## src/rtl/rrm_pkg.sv

```systemverilog
package rrm_pkg;

    localparam int CFG_W  = 13;
    localparam int CELL_W = 12;
    localparam int IDX_W  = 2;

    localparam logic [IDX_W-1:0] REG_ROW_LENGTH  = 2'd0;
    localparam logic [IDX_W-1:0] REG_GRID_WIDTH  = 2'd1;
    localparam logic [IDX_W-1:0] REG_GRID_HEIGHT = 2'd2;

    localparam logic [CFG_W-1:0] RST_ROW_LENGTH = 13'd1024;
    localparam logic [CFG_W-1:0] RST_GRID_SIZE  = 13'd1;
    localparam logic [CFG_W-1:0] GRID_MAX       = 13'd4096;

    typedef enum logic [1:0] {
        ST_IDLE,
        ST_DIV,
        ST_ROOT,
        ST_EMIT
    } rrm_state_t;

    typedef struct packed {
        logic accept;
        logic load;
        logic div_step;
        logic root_step;
        logic emit;
    } rrm_cmd_t;

    typedef struct packed {
        logic row_done;
        logic would_last;
        logic out_free;
    } rrm_status_t;

endpackage

```

## src/rtl/row_rms_meter.sv

```systemverilog
// RMS level meter over rows of signed fixed-point samples. Each accepted sample
// is squared and summed; after row_length samples (register 0, reset 1024,
// 0 read as 1, capped at MAX_ROW_LENGTH) one result carries
// floor(sqrt(sum / row_length)) as unsigned Q1.15 plus the row's grid row and
// column in a grid_height (register 2) by grid_width (register 1) grid, row-major,
// wrapping after height*width rows. Samples are taken one per clock except
// when a row's last sample is held off. At each row end the sum goes to a
// single back end: a restoring divider giving one quotient bit per cycle, then
// a digit-by-digit square root giving one result bit per cycle, then the output
// register once that is free. A row's last sample is held off while the
// previous row is still in the back end or about to enter it, so the next
// row's other samples are taken while the back end works. The user must write
// configuration only while the block is idle; the block itself does not
// enforce this.
module row_rms_meter #(
    parameter int SAMPLE_BITS    = 16,
    parameter int MAX_ROW_LENGTH = 4096
) (
    input  logic                               aclk,
    input  logic                               aresetn,
    input  logic                               cfg_wr_en,
    input  logic [rrm_pkg::IDX_W-1:0]          cfg_index,
    input  logic [rrm_pkg::CFG_W-1:0]          cfg_data,
    input  logic                               s_valid,
    output logic                               s_ready,
    input  logic signed [SAMPLE_BITS-1:0]      s_sample,
    output logic                               m_valid,
    input  logic                               m_ready,
    output logic [SAMPLE_BITS-1:0]             m_rms_level,
    output logic [rrm_pkg::CELL_W-1:0]         m_grid_row,
    output logic [rrm_pkg::CELL_W-1:0]         m_grid_col
);

    localparam int ACC_RAW    = 2 * SAMPLE_BITS - 2 + $clog2(MAX_ROW_LENGTH + 1);
    localparam int ACC_W      = (ACC_RAW > 64) ? 64 : ACC_RAW;
    localparam int ROOT_STEPS = (ACC_W + 1) / 2;

    rrm_pkg::rrm_cmd_t    cmd;
    rrm_pkg::rrm_status_t status;

    rrm_ctrl #(
        .DIV_STEPS  (ACC_W),
        .ROOT_STEPS (ROOT_STEPS)
    ) u_ctrl (
        .aclk    (aclk),
        .aresetn (aresetn),
        .s_valid (s_valid),
        .s_ready (s_ready),
        .status  (status),
        .cmd     (cmd)
    );

    rrm_datapath #(
        .SAMPLE_BITS    (SAMPLE_BITS),
        .MAX_ROW_LENGTH (MAX_ROW_LENGTH),
        .ACC_W          (ACC_W),
        .ROOT_STEPS     (ROOT_STEPS)
    ) u_datapath (
        .aclk        (aclk),
        .aresetn     (aresetn),
        .cfg_wr_en   (cfg_wr_en),
        .cfg_index   (cfg_index),
        .cfg_data    (cfg_data),
        .s_sample    (s_sample),
        .m_valid     (m_valid),
        .m_ready     (m_ready),
        .m_rms_level (m_rms_level),
        .m_grid_row  (m_grid_row),
        .m_grid_col  (m_grid_col),
        .cmd         (cmd),
        .status      (status)
    );

endmodule

```

## src/rtl/rrm_ctrl.sv

```systemverilog
module rrm_ctrl #(
    parameter int DIV_STEPS  = 43,
    parameter int ROOT_STEPS = 22
) (
    input  logic                 aclk,
    input  logic                 aresetn,
    input  logic                 s_valid,
    output logic                 s_ready,
    input  rrm_pkg::rrm_status_t status,
    output rrm_pkg::rrm_cmd_t    cmd
);

    localparam int CNT_W = $clog2(DIV_STEPS + 1);

    rrm_pkg::rrm_state_t state_reg, state_next;
    logic [CNT_W-1:0]    cnt_reg, cnt_next;

    always_ff @(posedge aclk) begin
        if (!aresetn) begin
            state_reg <= rrm_pkg::ST_IDLE;
            cnt_reg   <= '0;
        end else begin
            state_reg <= state_next;
            cnt_reg   <= cnt_next;
        end
    end

    always_comb begin
        state_next = state_reg;
        cnt_next   = cnt_reg;
        cmd        = '0;
        // a row-ending sample waits until the back end can take its row
        s_ready    = !(status.would_last
                       && (state_reg != rrm_pkg::ST_IDLE || status.row_done));
        cmd.accept = s_valid && s_ready;
        case (state_reg)
            rrm_pkg::ST_IDLE: begin
                if (status.row_done) begin
                    cmd.load   = 1'b1;
                    cnt_next   = '0;
                    state_next = rrm_pkg::ST_DIV;
                end
            end
            rrm_pkg::ST_DIV: begin
                cmd.div_step = 1'b1;
                if (cnt_reg == CNT_W'(DIV_STEPS - 1)) begin
                    cnt_next   = '0;
                    state_next = rrm_pkg::ST_ROOT;
                end else begin
                    cnt_next = cnt_reg + 1'b1;
                end
            end
            rrm_pkg::ST_ROOT: begin
                cmd.root_step = 1'b1;
                if (cnt_reg == CNT_W'(ROOT_STEPS - 1)) begin
                    cnt_next   = '0;
                    state_next = rrm_pkg::ST_EMIT;
                end else begin
                    cnt_next = cnt_reg + 1'b1;
                end
            end
            rrm_pkg::ST_EMIT: begin
                if (status.out_free) begin
                    cmd.emit   = 1'b1;
                    state_next = rrm_pkg::ST_IDLE;
                end
            end
            default: begin
                state_next = rrm_pkg::ST_IDLE;
            end
        endcase
    end

`ifndef SYNTH
    a_row_done_idle: assert property (@(posedge aclk) disable iff (!aresetn)
        status.row_done |-> state_reg == rrm_pkg::ST_IDLE)
        else $error("row finished while back end busy");

    a_load_starts_div: assert property (@(posedge aclk) disable iff (!aresetn)
        status.row_done |=> state_reg == rrm_pkg::ST_DIV && cnt_reg == '0)
        else $error("row end did not start divider");

    a_emit_to_idle: assert property (@(posedge aclk) disable iff (!aresetn)
        state_reg == rrm_pkg::ST_EMIT
        |=> state_reg == rrm_pkg::ST_EMIT || state_reg == rrm_pkg::ST_IDLE)
        else $error("bad exit from emit");
`endif

endmodule

```

## src/rtl/rrm_datapath.sv

```systemverilog
module rrm_datapath #(
    parameter int SAMPLE_BITS    = 16,
    parameter int MAX_ROW_LENGTH = 4096,
    parameter int ACC_W          = 43,
    parameter int ROOT_STEPS     = 22
) (
    input  logic                           aclk,
    input  logic                           aresetn,
    input  logic                           cfg_wr_en,
    input  logic [rrm_pkg::IDX_W-1:0]      cfg_index,
    input  logic [rrm_pkg::CFG_W-1:0]      cfg_data,
    input  logic signed [SAMPLE_BITS-1:0]  s_sample,
    output logic                           m_valid,
    input  logic                           m_ready,
    output logic [SAMPLE_BITS-1:0]         m_rms_level,
    output logic [rrm_pkg::CELL_W-1:0]     m_grid_row,
    output logic [rrm_pkg::CELL_W-1:0]     m_grid_col,
    input  rrm_pkg::rrm_cmd_t              cmd,
    output rrm_pkg::rrm_status_t           status
);

    localparam int LEN_W = $clog2(MAX_ROW_LENGTH + 1);
    localparam int SQ_W  = 2 * SAMPLE_BITS - 1;
    localparam int QR_W  = 2 * ROOT_STEPS;
    localparam int RT_W  = ROOT_STEPS;
    localparam int RR_W  = ROOT_STEPS + 2;
    localparam int CW    = rrm_pkg::CFG_W;
    localparam int EW    = rrm_pkg::CELL_W;

    // configuration
    logic [CW-1:0] row_length_reg, grid_width_reg, grid_height_reg;

    always_ff @(posedge aclk) begin
        if (!aresetn) begin
            row_length_reg  <= rrm_pkg::RST_ROW_LENGTH;
            grid_width_reg  <= rrm_pkg::RST_GRID_SIZE;
            grid_height_reg <= rrm_pkg::RST_GRID_SIZE;
        end else if (cfg_wr_en) begin
            case (cfg_index)
                rrm_pkg::REG_ROW_LENGTH:  row_length_reg  <= cfg_data;
                rrm_pkg::REG_GRID_WIDTH:  grid_width_reg  <= cfg_data;
                rrm_pkg::REG_GRID_HEIGHT: grid_height_reg <= cfg_data;
                default: ;
            endcase
        end
    end

    logic [LEN_W-1:0] len_eff;
    logic [CW-1:0]    w_eff, h_eff;

    always_comb begin
        if (row_length_reg == '0) begin
            len_eff = LEN_W'(1);
        end else if (32'(row_length_reg) > 32'(MAX_ROW_LENGTH)) begin
            len_eff = LEN_W'(MAX_ROW_LENGTH);
        end else begin
            len_eff = LEN_W'(row_length_reg);
        end
        if (grid_width_reg == '0) begin
            w_eff = CW'(1);
        end else if (grid_width_reg > rrm_pkg::GRID_MAX) begin
            w_eff = rrm_pkg::GRID_MAX;
        end else begin
            w_eff = grid_width_reg;
        end
        if (grid_height_reg == '0) begin
            h_eff = CW'(1);
        end else if (grid_height_reg > rrm_pkg::GRID_MAX) begin
            h_eff = rrm_pkg::GRID_MAX;
        end else begin
            h_eff = grid_height_reg;
        end
    end

    // squaring stage and accumulator
    logic [SAMPLE_BITS-1:0] mag;
    logic [SQ_W-1:0]        sq_reg;
    logic                   sq_valid_reg, sq_last_reg;
    logic [LEN_W-1:0]       seen_reg, seen_next;
    logic [LEN_W:0]         seen_inc;
    logic                   would_last;
    logic [ACC_W-1:0]       sum_reg, sum_next, sum_total;
    logic [ACC_W:0]         sum_wide;

    assign mag        = s_sample[SAMPLE_BITS-1] ? SAMPLE_BITS'(-s_sample) : s_sample;
    assign seen_inc   = {1'b0, seen_reg} + 1'b1;
    assign would_last = seen_inc >= {1'b0, len_eff};
    assign seen_next  = would_last ? '0 : seen_inc[LEN_W-1:0];

    assign sum_wide  = {1'b0, sum_reg} + (ACC_W + 1)'(sq_reg);
    assign sum_total = sum_wide[ACC_W] ? '1 : sum_wide[ACC_W-1:0];

    always_comb begin
        sum_next = sum_reg;
        if (sq_valid_reg) begin
            sum_next = sq_last_reg ? '0 : sum_total;
        end
    end

    always_ff @(posedge aclk) begin
        if (!aresetn) begin
            sq_valid_reg <= 1'b0;
            sq_last_reg  <= 1'b0;
            seen_reg     <= '0;
            sum_reg      <= '0;
        end else begin
            sq_valid_reg <= cmd.accept;
            if (cmd.accept) begin
                sq_last_reg <= would_last;
                seen_reg    <= seen_next;
            end
            sum_reg <= sum_next;
        end
    end

    always_ff @(posedge aclk) begin
        if (cmd.accept) begin
            sq_reg <= SQ_W'(mag * mag);
        end
    end

    // grid position
    logic [EW-1:0] cell_row_reg, cell_col_reg;
    logic [CW-1:0] col_inc, row_inc;

    assign col_inc = {1'b0, cell_col_reg} + 1'b1;
    assign row_inc = {1'b0, cell_row_reg} + 1'b1;

    always_ff @(posedge aclk) begin
        if (!aresetn) begin
            cell_row_reg <= '0;
            cell_col_reg <= '0;
        end else if (cmd.load) begin
            if (col_inc >= w_eff) begin
                cell_col_reg <= '0;
                cell_row_reg <= (row_inc >= h_eff) ? '0 : row_inc[EW-1:0];
            end else begin
                cell_col_reg <= col_inc[EW-1:0];
            end
        end
    end

    // shared divide then root back end
    logic [QR_W-1:0]  qr_reg, qr_next;
    logic [LEN_W-1:0] div_reg;
    logic [LEN_W-1:0] rem_reg, rem_next;
    logic [LEN_W:0]   rem_trial;
    logic             qbit;
    logic [RT_W-1:0]  root_reg, root_next;
    logic [RR_W-1:0]  rr_reg, rr_next;
    logic [RR_W+1:0]  rr_trial, rr_sub;
    logic [EW-1:0]    pos_row_reg, pos_col_reg;

    assign rem_trial = {rem_reg, qr_reg[ACC_W-1]};
    assign qbit      = rem_trial >= {1'b0, div_reg};
    assign rr_trial  = {rr_reg, qr_reg[QR_W-1 -: 2]};
    assign rr_sub    = (RR_W + 2)'({root_reg, 2'b01});

    always_comb begin
        qr_next   = qr_reg;
        rem_next  = rem_reg;
        root_next = root_reg;
        rr_next   = rr_reg;
        if (cmd.load) begin
            qr_next   = QR_W'(sum_total);
            rem_next  = '0;
            root_next = '0;
            rr_next   = '0;
        end else if (cmd.div_step) begin
            qr_next  = QR_W'({qr_reg[ACC_W-2:0], qbit});
            rem_next = qbit ? LEN_W'(rem_trial - {1'b0, div_reg}) : LEN_W'(rem_trial);
        end else if (cmd.root_step) begin
            qr_next = qr_reg << 2;
            if (rr_trial >= rr_sub) begin
                rr_next   = RR_W'(rr_trial - rr_sub);
                root_next = {root_reg[RT_W-2:0], 1'b1};
            end else begin
                rr_next   = RR_W'(rr_trial);
                root_next = {root_reg[RT_W-2:0], 1'b0};
            end
        end
    end

    always_ff @(posedge aclk) begin
        qr_reg   <= qr_next;
        rem_reg  <= rem_next;
        root_reg <= root_next;
        rr_reg   <= rr_next;
        if (cmd.load) begin
            div_reg     <= len_eff;
            pos_row_reg <= cell_row_reg;
            pos_col_reg <= cell_col_reg;
        end
    end

    // result register
    logic                   m_valid_reg;
    logic [SAMPLE_BITS-1:0] rms_reg;
    logic [EW-1:0]          out_row_reg, out_col_reg;

    always_ff @(posedge aclk) begin
        if (!aresetn) begin
            m_valid_reg <= 1'b0;
        end else if (cmd.emit) begin
            m_valid_reg <= 1'b1;
        end else if (m_ready) begin
            m_valid_reg <= 1'b0;
        end
    end

    always_ff @(posedge aclk) begin
        if (cmd.emit) begin
            rms_reg     <= root_reg[SAMPLE_BITS-1:0];
            out_row_reg <= pos_row_reg;
            out_col_reg <= pos_col_reg;
        end
    end

    assign m_valid     = m_valid_reg;
    assign m_rms_level = rms_reg;
    assign m_grid_row  = out_row_reg;
    assign m_grid_col  = out_col_reg;

    assign status.row_done   = sq_valid_reg && sq_last_reg;
    assign status.would_last = would_last;
    assign status.out_free   = !m_valid_reg || m_ready;

endmodule
```

## config.mk

```make
export PLATFORM = sky130hd
export DESIGN_NAME = row_rms_meter
export DESIGN_NICKNAME = d
export VERILOG_FILES = /design/src/rtl/rrm_pkg.sv /design/src/rtl/row_rms_meter.sv /design/src/rtl/rrm_ctrl.sv /design/src/rtl/rrm_datapath.sv
export SDC_FILE = /design/constraint.sdc
export NUM_CORES = 1
export LEC_CHECK = 0
export BUFFER_PORTS_ARGS = -buffer_cell sky130_fd_sc_hd__clkbuf_2
export CORE_MARGIN = 2
export CORE_UTILIZATION = 58
export DETAILED_ROUTE_END_ITERATION = 8
export GPL_TIMING_DRIVEN = 0
export MAX_ROUTING_LAYER = met4
export PLACE_DENSITY_LB_ADDON = 0.08
export SYNTH_ARGS = -nofsm -noshare
export SYNTH_HDL_FRONTEND = slang
export SYNTH_SLANG_ARGS = --single-unit
```

## constraint.sdc

```tcl
create_clock -name aclk -period 7.8 [get_ports aclk]
set_input_delay 0.78 -clock aclk [delete_from_list [all_inputs] [get_ports aclk]]
set_output_delay 0.78 -clock aclk [all_outputs]
set_load 0.1 [all_outputs]
```

Word level (Yosys, flattened, before mapping)
Index checks and enable logic that the tools add are counted.

Flip-flop bits (word level): 341. Input port bits: 36. Word-level logic and storage cells: 112.

$lt $le $gt $ge: 8. Bitwise operators: 1. Add/subtract/negate cells: 8. Eq/ne operators: 11. $mul: 1. Reduce and logical (&&, ||, !) cells: 24. Muxes and demuxes: 35.

Operators with widths (number): 2-to-1 mux 43 bit (5); 2-to-1 mux 13 bit (8); adder 43 x 31 -> 44 bit (1); greater-than comparator 13 bit, second input constant (3); logical NOT 13 bit (3); multiplier 16 x 16 -> 31 bit (1); >= comparator 14 x 13 -> 1 bit (2); adder 12 x 1 -> 13 bit, second input constant (2); >= comparator 13 bit (2); >= comparator 26 x 24 -> 1 bit (1); 2-to-1 mux 12 bit (2); 2-to-1 mux 24 bit (1); subtractor 24 bit (1); 2-to-1 mux 6 bit (3); one-hot mux 6 bit (3 select lines) (1); 2-to-1 mux 16 bit (1); negator 16 bit (1); adder 13 x 1 -> 14 bit, second input constant (1); subtractor 13 bit (1); AND reduction 2 bit (6); 2-to-1 mux 1 bit (9); 2-to-1 mux 2 bit (4); one-hot mux 2 bit (4 select lines) (1); adder 6 x 1 -> 6 bit, second input constant (1); other kinds (15) (27).

Logic depth before layout (Yosys ltp)
Gate-level depths: netlist of the first run.

Depth after elaboration: 7. Mapped depth: 31.

By module
From an unflattened synthesis of the first run, not the netlist that was laid out.

Cell total of the unflattened synthesis: 2804. Area total of the unflattened synthesis: 25328.0 um2.

By module, submodules not included: rrm_datapath (cells each 2740, area an instance 24763.8 um2, instances 1, seq. area each 8147.8 um2); rrm_ctrl (cells each 64, area an instance 564.3 um2, instances 1, seq. area each 160.2 um2).

Worst setup path before layout of the first run
No wires, ideal clock.

Kind: input to register. Start: in s_sample[0]. End: reg u_datapath.sq_reg[24] (data pin). Data arrival time: 7.725 ns. Stages: 28. Setup slack: -0.183 ns. Library setup time: 0.259 ns. Data required time: 7.541 ns. Cell sequence: clkinv_1 -> clkbuf_1 -> ha_1 -> nand2_1 -> or4_1 -> nand2_1 -> xor2_1 -> clkinv_1 -> nand2_1 -> fa_1 -> fa_1 -> fa_1 -> inv_1 -> fa_1 -> fa_1 -> inv_1 -> fa_1 -> inv_1 -> ha_1 -> o21a_1 -> o211ai_1 -> a21o_1 -> o211ai_1 -> and2_1 -> a41oi_1 -> o21ai_0 -> a21oi_1 -> xnor2_1.

Word-level cells in the longest chain between the ends: 3.

RTL lines: start: declaration (RTL line row_rms_meter.sv:26) `input logic signed [SAMPLE_BITS-1:0] s_sample,`; negator 16 bit (RTL line rrm_datapath.sv:85) `assign mag = s_sample[SAMPLE_BITS-1] ? SAMPLE_BITS'(-s_sample) : s_sample;`; 2-to-1 mux 16 bit (*) (RTL line rrm_datapath.sv:85); multiplier 16 x 16 -> 31 bit (*) (RTL line rrm_datapath.sv:118) `sq_reg <= SQ_W'(mag * mag);`; end signal: assignment (RTL line rrm_datapath.sv:118); end: declaration (RTL line rrm_datapath.sv:77) `logic [SQ_W-1:0] sq_reg;`.

Every way passes the cells marked *; elsewhere a longest branch is shown, timed or not. A chain may end at the register's enable or synchronous reset.

Final worst setup path of the first run
Start: in s_sample[0]. End: reg u_datapath.sq_reg[25] (data pin).

The elaborated chain is that of the path after synthesis.

==> results of run 1 <==
metrics by stage:
step,hold slack (ns),instance area [µm²],TNS (ns),utilization,std cells
4_1_cts,0.418,28300,-0.0106,0.644,3543
5_1_grt,0.422,28600,-0.315,0.651,3554
3_3_place_gp,0.400,26800,-22.06,0.611,3464
3_5_place_dp,0.405,26900,-23.95,0.613,3467
2_1_floorplan,0.400,25700,0,-,2795
6_report,0.419,28600,0,0.651,3554
what timing repair did:
action | 4_1_cts | 5_1_grt
cloned | 0 | 0
endpoints found under the setup margin | 18 | 11
hold buffers | 0 | 0
pin swaps | 8 | 26
gates resized for setup | 33 | 48
setup buffers | 13 | 11
placed cells by master (no fill, tap or decap), types with 53 or more instances in the layout:
master / netlist / routed
nand2_1: 354 / 350
inv_1: 307 / 305
nor2_1: 212 / 207
ha_1: 214 / 207
dfxtp_1: 190 / 190
fa_1: 166 / 165
edfxtp_1: 150 / 150
a21oi_1: 147 / 146
clkbuf_1: 87 / 88
xnor2_1: 88 / 85
clkbuf_2: 0 / 80
o21ai_0: 81 / 78
a21o_1: 68 / 68
mux2i_1: 65 / 65
nand3_1: 53 / 53
kinds of logic (layout without fill, tap and decap cells):
kind of cell | Yosys count | after routing
simple gates | 850 | 850
buf+inv | 419 | 586
fa+ha+maj | 380 | 380
other cells | 2 | 11
xor+xnor | 145 | 145
mux | 66 | 66
compound gates | 584 | 584
flops | 340 | 340
per-layer routing:
layer,routed length (µm),share of wire,GRT usage
met2,31200,0.51,0.491
met5,0,0,-
met4,2260,0.037,0.0919
met1,25300,0.41,0.319
met3,2350,0.038,0.0282
how the worst max path moves through the flow:
stage / startpoint / to / slack (ns) / depth (start not counted)
3_5_place_dp: s_sample[0] / u_datapath.sq_reg[29] / -1.79 / 30
2_1_floorplan: s_sample[0] / u_datapath.sq_reg[25] / 0.04 / 27
4_1_cts: s_sample[0] / u_datapath.sq_reg[29] / -0.008 / 31
6_report: s_sample[0] / u_datapath.sq_reg[25] / 0.23 / 28
3_3_place_gp: s_sample[0] / u_datapath.sq_reg[29] / -1.66 / 30
5_1_grt: s_sample[0] / u_datapath.sq_reg[30] / -0.09 / 28
layout make-up:
| class | count | area (µm²) |
|---|---|---|
| clock inverters | 19 | 158 |
| plain buffers | 104 | 444 |
| clock buffers | 44 | 962 |
| multi-input cells | 2036 | 16100 |
| inverters | 315 | 1200 |
| well taps | 592 | 741 |
| fillers | 3674 | 15300 |
| repair buffers | 104 | 639 |
| flip-flops and latches | 340 | 8310 |
==> reports/metrics.yaml, run 1 <==
status: "completed"
tightest_slew_ns: 1.27
dieArea_um2: 45900
path_class: "in2reg"
clock_sinks: 340
gp_congestion: 0.970
clockRootBuffer: "clkbuf_16"
ant_nets: 0
fp.dieW_um: 214
period_share: 0.970
rr_worst_depth: 16
grt_max_degree: 41
synth-compound-area-share: 0.152
cts_buffer_depth: 3
cp.required_ns: 8.08
num-nets-final: 3353
crit_fanout: 6
worstHoldStart: "u_datapath.pos_col_reg[7]"
drive_above_1_share: 0.0898
hold_path.class: "reg2reg"
num_rows: 77
critPathLaunchType: "input port"
synthFlopType: "dfxtp_1"
yosysTopAreaCell: "edfxtp_1"
largest_reg_flops: 44
synth-xor-area-share: 0.0495
die_h_um: 214
grt_usage: 0.273
cts-htree-levels: 2
path_clk_slew_ns: 0.06
synth_edf_count: 150
muxShareOfSynthArea: 0.0258
setup_viol_count_final: 0
synthCells: 2786
min_to: "u_datapath.m_grid_col[7]"
first_pass_iters: 5
yosysWarnings: 0
overflow: 0
clk_latency_ns: 0.53
synthAdderAreaFrac: 0.234
arrival_ns: 7.84
synth.area.top_cells: "edfxtp_1, dfxtp_1, fa_1"
drc: 0
io_buffers: 77
drt_wl_total_um: 61100
timing.fmax_mhz: 132
crit_top_cell: "fa_1"
timing.final.ws_setup_ns: 0.232
diodes: 0
synth_area_um2: 25700
syn_area_per_cell_um2: 9.21
reg2reg_slack_ns: 3.68
dp.final_hpwl_um: 48000
slew_viol_final: 0
cp-end-kind: "flop"
routed-via-count: 20000
drt_iter0_drc: 999
max_stage_delay_ns: 0.61
cpMaxStageDelayCell: "or4_4"
synthTopCellsByCount: "nand2_1, inv_1, ha_1"
fin_skew_ns: 0.0122
yosysTopAreaCellShare: 0.176
drv_cap: 0
pre_cts_slack_ns: -1.79
yosysUniqueCellTypes: 91
core-area_um2: 43900
fin_crit_ns: 7.57
synth_top_family_by_area: "adder cells"
grt_pass1_vias: 20300
antenna_found_initial: 0
min_path_cells: 0
routedWlPerCell_um: 17.2
grt_pass1_wl_um: 99900
ys_ff_latch: 340
synth.most_common_cell: "nand2_1"
yosysSeqAreaShare: 0.324
yosys.area_share.simple: 0.152
timing.rr.start: "u_datapath.cell_col_reg[2]"
async_reset_ff_frac: 0
cts_tree: "yes"
crit_buf_inv: 7
syn_to_final_growth_pct: 11.5
finalHoldViolCount: 0
initial_core_util: 0.584
cts_made_buffers: 36
cp_top_family: "adder cells"
via_per_inst: 5.61
pin_count: 78
maxSlewHeadroom: 0.150
regToRegEndpoint: "u_datapath.cell_row_reg[4]"
Power of run 1 is left out: the tool's default activity adds up to more than one toggle a clock period on the data nets, which glitch-free logic cannot reach.
==> run 2: changes to the inputs <==
--- a/config.mk
+++ b/config.mk
@@ -12,3 +12,2 @@
 export GPL_TIMING_DRIVEN = 0
-export MAX_ROUTING_LAYER = met4
 export PLACE_DENSITY_LB_ADDON = 0.08
==> constraint.sdc (replaced) <==
create_clock -name aclk -period 7.8 [get_ports aclk]
set_input_delay 0.39 -clock aclk [delete_from_list [all_inputs] [get_ports aclk]]
set_output_delay 0.39 -clock aclk [all_outputs]
set_load 0.1 [all_outputs]
==> run 2 against run 1 <==
Effect of this change:
- first-iteration DRC count is 22% higher
- worst hold slack got worse by 0.27 ns
- register-to-register slack improved by 0.03 ns
- cell count down 0.39%
- fmax rose by 0.57%
- via count grew 0.47%
- count of clock-buffer cells in the layout increased by 5
- core utilization fell by 0.51 points
- critical path type unchanged
- largest cell class unchanged
==> reports/metrics.yaml, run 2 (synthesized netlist as in run 1, its figures left out) <==
status: "completed"
grt_pass1_wl_um: 98600  # -1.3%
layout_common_cells: "nand2_1, inv_1, ha_1"
gp_congestion: 0.943  # -2.8%
drv_cap: 0  # unchanged
fin_skew_ns: 0.0147  # +0.00244 ns
io_buffers: 77  # unchanged
drc: 0  # unchanged
cp_top_family: "adder cells"
finalHoldViolCount: 0  # unchanged
die_h_um: 214  # unchanged
regToRegEndpoint: "u_datapath.cell_row_reg[5]"
arrival_ns: 7.79  # -0.05 ns
dp_cells: 3467  # unchanged
first_pass_iters: 7  # +2
timing.fmax_mhz: 133  # +0.57%
min_path_cells: 3  # +3
clockRootBuffer: "clkbuf_16"
dieArea_um2: 45900  # unchanged
maxSlewHeadroom: 0.142  # -0.00812
hold_path.class: "in2reg"
antenna_found_initial: 0  # unchanged
routedWlPerCell_um: 17.0  # -1.4%
rr_worst_depth: 16  # unchanged
path_clk_slew_ns: 0.06  # about the same
slew_viol_final: 0  # unchanged
fin_crit_ns: 7.52  # -0.0431 ns
clock_sinks: 340  # unchanged
diodes: 0  # unchanged
hold_slack_ns: 0.145  # -0.273 ns
crit_fanout: 11  # +5
path_class: "in2reg"
cts-htree-levels: 2  # unchanged
initial_core_util: 0.584  # unchanged
fp.dieW_um: 214  # unchanged
grt_pass1_vias: 20200  # -0.12%
cts_made_buffers: 36  # unchanged
drive_above_1_share: 0.0784  # -0.0114
crit_buf_inv: 7  # unchanged
overflow: 0  # unchanged
largest_reg_flops: 44  # unchanged
num-nets-final: 3338  # -0.45%
layout_commonest_cell: "nand2_1"
tightest_slew_ns: 1.29  # +0.0122 ns
setup_viol_count_final: 0  # unchanged
cp-end-kind: "flop"
clk_latency_ns: 0.53  # about the same
syn_to_final_growth_pct: 10.6
drt_wl_total_um: 60000  # -1.8%
pin_count: 78  # unchanged
rsz0062_at_grt: "false"
pre_cts_slack_ns: -1.91  # -0.117 ns
reg2reg_slack_ns: 3.71  # +0.03 ns
drt_iter0_drc: 1222  # +22%
crit_top_cell: "fa_1"
timing.final.ws_setup_ns: 0.275  # +0.0431 ns
grt_max_degree: 34  # -17%
period_share: 0.965  # -0.00552
cts_tree: "yes"
min_to: "u_datapath.row_length_reg[2]"
routed-via-count: 20000  # +0.47%
cpMaxStageDelayCell: "fa_1"
worstHoldStart: "cfg_data[2]"
grt_usage: 0.261  # -0.0119
cts_buffer_depth: 3  # unchanged
instances_no_fill: 3540  # -0.39%
cp.required_ns: 8.07  # about the same
max_stage_delay_ns: 0.55  # -0.06 ns
core-area_um2: 43900  # unchanged
critPathLaunchType: "input port"
dp.final_hpwl_um: 47600  # -0.76%
timing.rr.start: "u_datapath.cell_col_reg[2]"
via_per_inst: 5.66  # +0.86%
ant_nets: 0  # unchanged
num_rows: 77  # unchanged
-- run 2: cell types whose count changed in the layout (fill, tap and decap cells not counted), moves of 5 or more --
cell    change
buf_4      -16
nor2_1      +5
ha_1        +7
ha_4        -6
-- run 2: cell type report --
class | count | area (µm²)
tap | 592 | 741
fill | 3720 | 15600
clock inverter | 15 | 111
sequential | 340 | 8310
buffer | 104 | 432
inverter | 315 | 1210
timing repair buffer | 88 | 513
multi-input combinational | 2037 | 16000
clock buffer | 49 | 1060
-- run 2: layer usage --
layer  global-route usage  up-vias  share of wire
met1                0.317     9618           0.42
met5                    0        -              0
met4                0.103        0          0.039
met3               0.0254      147          0.036
met2                0.477      501           0.51
li1                     -     9780              -
-- run 2: metrics by stage --
step                cell area [µm²]  setup TNS (ns)   util
floorplan                     25700               0      -
global placement              26800          -23.19  0.610
detailed placement            26900          -25.11  0.612
CTS                           28200               0  0.642
global route                  28400               0  0.646
finish                        28400               0  0.646
-- run 2: worst register-to-register path, cell delays in order, from the launching register on --
cell and delay [ns]:
dfxtp_1 0.44, nand3_1 0.20, nor2_1 0.29, and3_1 0.20, clkbuf_1 0.20, nand3_1 0.12
xnor2_1 0.28, ha_1 0.30, and3_1 0.19, nand3_1 0.11, a21oi_1 0.06, a211o_1 0.26
a21o_1 0.20, a22oi_2 0.46, clkbuf_1 0.39, o21ai_0 0.16, a21boi_1 0.15
-- run 2: how the worst max path moves through the flow --
stage	startpoint	end	slack [ns]	depth (start not counted)
after floorplan	s_sample[0]	u_datapath.sq_reg[24]	0.21	28
after global placement	s_sample[0]	u_datapath.sq_reg[29]	-1.80	28
after detailed placement	s_sample[0]	u_datapath.sq_reg[29]	-1.91	28
after CTS	s_sample[0]	u_datapath.sq_reg[24]	0.02	29
after global routing	s_sample[0]	u_datapath.sq_reg[25]	0.01	27
final	s_sample[0]	u_datapath.sq_reg[30]	0.28	29
-- run 2: repair_timing --
item | CTS | global route
cloned | 0 | 1
pin swaps | 1 | 7
hold buffers | 0 | 0
setup buffers | 2 | 6
resized for setup | 22 | 21
endpoints found under the setup margin | 17 | 11
hold endpoints to repair | 0 | 0
Power of run 2 is left out for the same reason.
==> run 3: changes to the inputs <==
PLACE_DENSITY = 0.81   (was unset)
PLACE_DENSITY_LB_ADDON = unset   (was 0.08)
==> run 3 against run 2 <==
Effect of this change:
- via count rose by 1.2%
- wire length up 0.97%
- core utilization is essentially flat
- flip-flop and latch count is the same
- register-to-register slack got worse by 0.07 ns
- global-route usage up 0.26 points
- count of clock-buffer cells in the layout down 3
- fmax rose by 0.78%
- die area unchanged
- clock skew rose by 0.0020 ns
- cell area barely moved
- sequential share of layout area hardly changed
==> reports/metrics.yaml, run 3 (synthesized netlist as in run 1, its figures left out) <==
status: "completed"
syn_to_final_growth_pct: 10.7  # about the same
path_clk_slew_ns: 0.06  # about the same
path_class: "in2reg"
multi_input_area_um2: 16000  # -0.20%
io_buffers: 77  # unchanged
routed-via-count: 20300  # +1.2%
largest_reg_flops: 44  # unchanged
cts_buffer_depth: 3  # unchanged
clock_sinks: 340  # unchanged
n_fill_cell: 3533  # -5.0%
ant_nets: 0  # unchanged
max_stage_delay_ns: 0.58  # +0.03 ns
cts_tree: "yes"
layout_commonest_cell: "nand2_1"
num_rows: 77  # unchanged
rr_worst_depth: 16  # unchanged
timing.fmax_mhz: 134  # +0.78%
critPathLaunchType: "input port"
worstHoldStart: "cfg_data[10]"
min_path_cells: 3  # unchanged
cp_top_family: "adder cells"
period_share: 0.957  # -0.00751
tightest_slew_ns: 1.27  # -0.0130 ns
core-area_um2: 43900  # unchanged
hold_path.class: "in2reg"
num-nets-final: 3338  # unchanged
crit_fanout: 11  # unchanged
tns_ns: 0  # unchanged
cts_made_buffers: 35  # -2.8%
initial_core_util: 0.584  # unchanged
drt_iter0_drc: 1181  # -3.4%
grt_pass1_wl_um: 100000  # +1.5%
seq_area_um2: 8310  # unchanged
timing.rr.start: "u_datapath.cell_col_reg[0]"
die_h_um: 214  # unchanged
antenna_found_initial: 0  # unchanged
grt_usage: 0.264  # +0.00261
drive_above_1_share: 0.0780  # -0.000366
first_pass_iters: 6  # -1
diodes: 0  # unchanged
layout_common_cells: "nand2_1, inv_1, ha_1"
regToRegEndpoint: "u_datapath.cell_row_reg[6]"
pin_count: 78  # unchanged
grt_pass1_vias: 20700  # +2.5%
reg2reg_slack_ns: 3.64  # -0.07 ns
clockRootBuffer: "clkbuf_16"
slew_viol_final: 0  # unchanged
maxSlewHeadroom: 0.151  # +0.00869
gp_congestion: 0.948  # +0.50%
grt_max_degree: 43  # +26%
setup_viol_count_final: 0  # unchanged
clk_latency_ns: 0.54  # about the same
cp-end-kind: "flop"
drv_cap: 0  # unchanged
cp.required_ns: 8.09  # +0.02 ns
drc: 0  # unchanged
dp.final_hpwl_um: 47400  # -0.45%
min_to: "u_datapath.grid_height_reg[10]"
routedWlPerCell_um: 17.1  # +0.94%
finalHoldViolCount: 0  # unchanged
drt_wl_total_um: 60600  # +0.97%
fin_crit_ns: 7.47  # -0.0586 ns
cpMaxStageDelayCell: "fa_1"
fp.dieW_um: 214  # unchanged
cts-htree-levels: 2  # unchanged
ctsHoldBuffers: 0  # unchanged
crit_buf_inv: 10  # +3
dieArea_um2: 45900  # unchanged
fin_skew_ns: 0.0167  # +0.00201 ns
arrival_ns: 7.76  # -0.03 ns
overflow: 0  # unchanged
via_per_inst: 5.73  # +1.2%
## run 3: routing by layer
| metal | share of wire | GRT usage | vias to the layer above |
|---|---|---|---|
| met5 | 0 | 0 | - |
| met4 | 0.037 | 0.107 | 0 |
| met3 | 0.049 | 0.0254 | 165 |
| met2 | 0.51 | 0.483 | 644 |
| met1 | 0.41 | 0.318 | 9711 |
| li1 | - | - | 9773 |
## run 3: area by class of cell
| type | instances | area share |
|---|---|---|
| multi-input combinational | 2036 | 0.562 |
| sequential | 340 | 0.293 |
| inverter | 315 | 0.0420 |
| clock buffer | 46 | 0.0348 |
| tap | 592 | 0.0261 |
| timing repair buffer | 90 | 0.0186 |
| buffer | 104 | 0.0152 |
| clock inverter | 18 | 0.00828 |
## run 3: worst max-delay path by stage
stage / startpoint / to / slack (ns) / depth (start not counted)
floorplan: s_sample[0] / u_datapath.sq_reg[24] / 0.21 / 28
global placement: s_sample[0] / u_datapath.sq_reg[29] / -1.56 / 28
detailed placement: s_sample[0] / u_datapath.sq_reg[29] / -1.65 / 30
CTS: s_sample[0] / u_datapath.sq_reg[28] / 0.03 / 31
global route: s_sample[0] / u_datapath.sq_reg[30] / -0.003 / 31
finish: s_sample[0] / u_datapath.sq_reg[30] / 0.33 / 31
## run 3: tightest hold or removal path, delay by kind of cell
| kind | cells | cell delay, ns |
|---|---|---|
| and+or+nand+nor | 1 | 0.06 |
| buffers and inverters | 1 | 0.11 |
| AOI/OAI and AO/OA | 1 | 0.06 |
## run 3: repair_timing
item,4_1_cts,5_1_grt
hold endpoints to repair,0,0
pin swaps,1,9
resized for setup,17,25
setup buffers,1,9
endpoints found under the setup margin,16,13
## run 3: per-stage QoR
step	utilization	instances	area [µm²]	setup slack (ns)	hold slack [ns]
6_report	0.646	3541	28400	0.334	0.131
5_1_grt	0.646	3541	28400	-0.00327	0.136
4_1_cts	0.642	3532	28200	0.0289	0.112
3_5_place_dp	0.612	3467	26900	-1.65	0.405
3_3_place_gp	0.610	3464	26800	-1.56	0.403
2_1_floorplan	-	2795	25700	0.207	0.400
Power of run 3 is left out for the same reason.
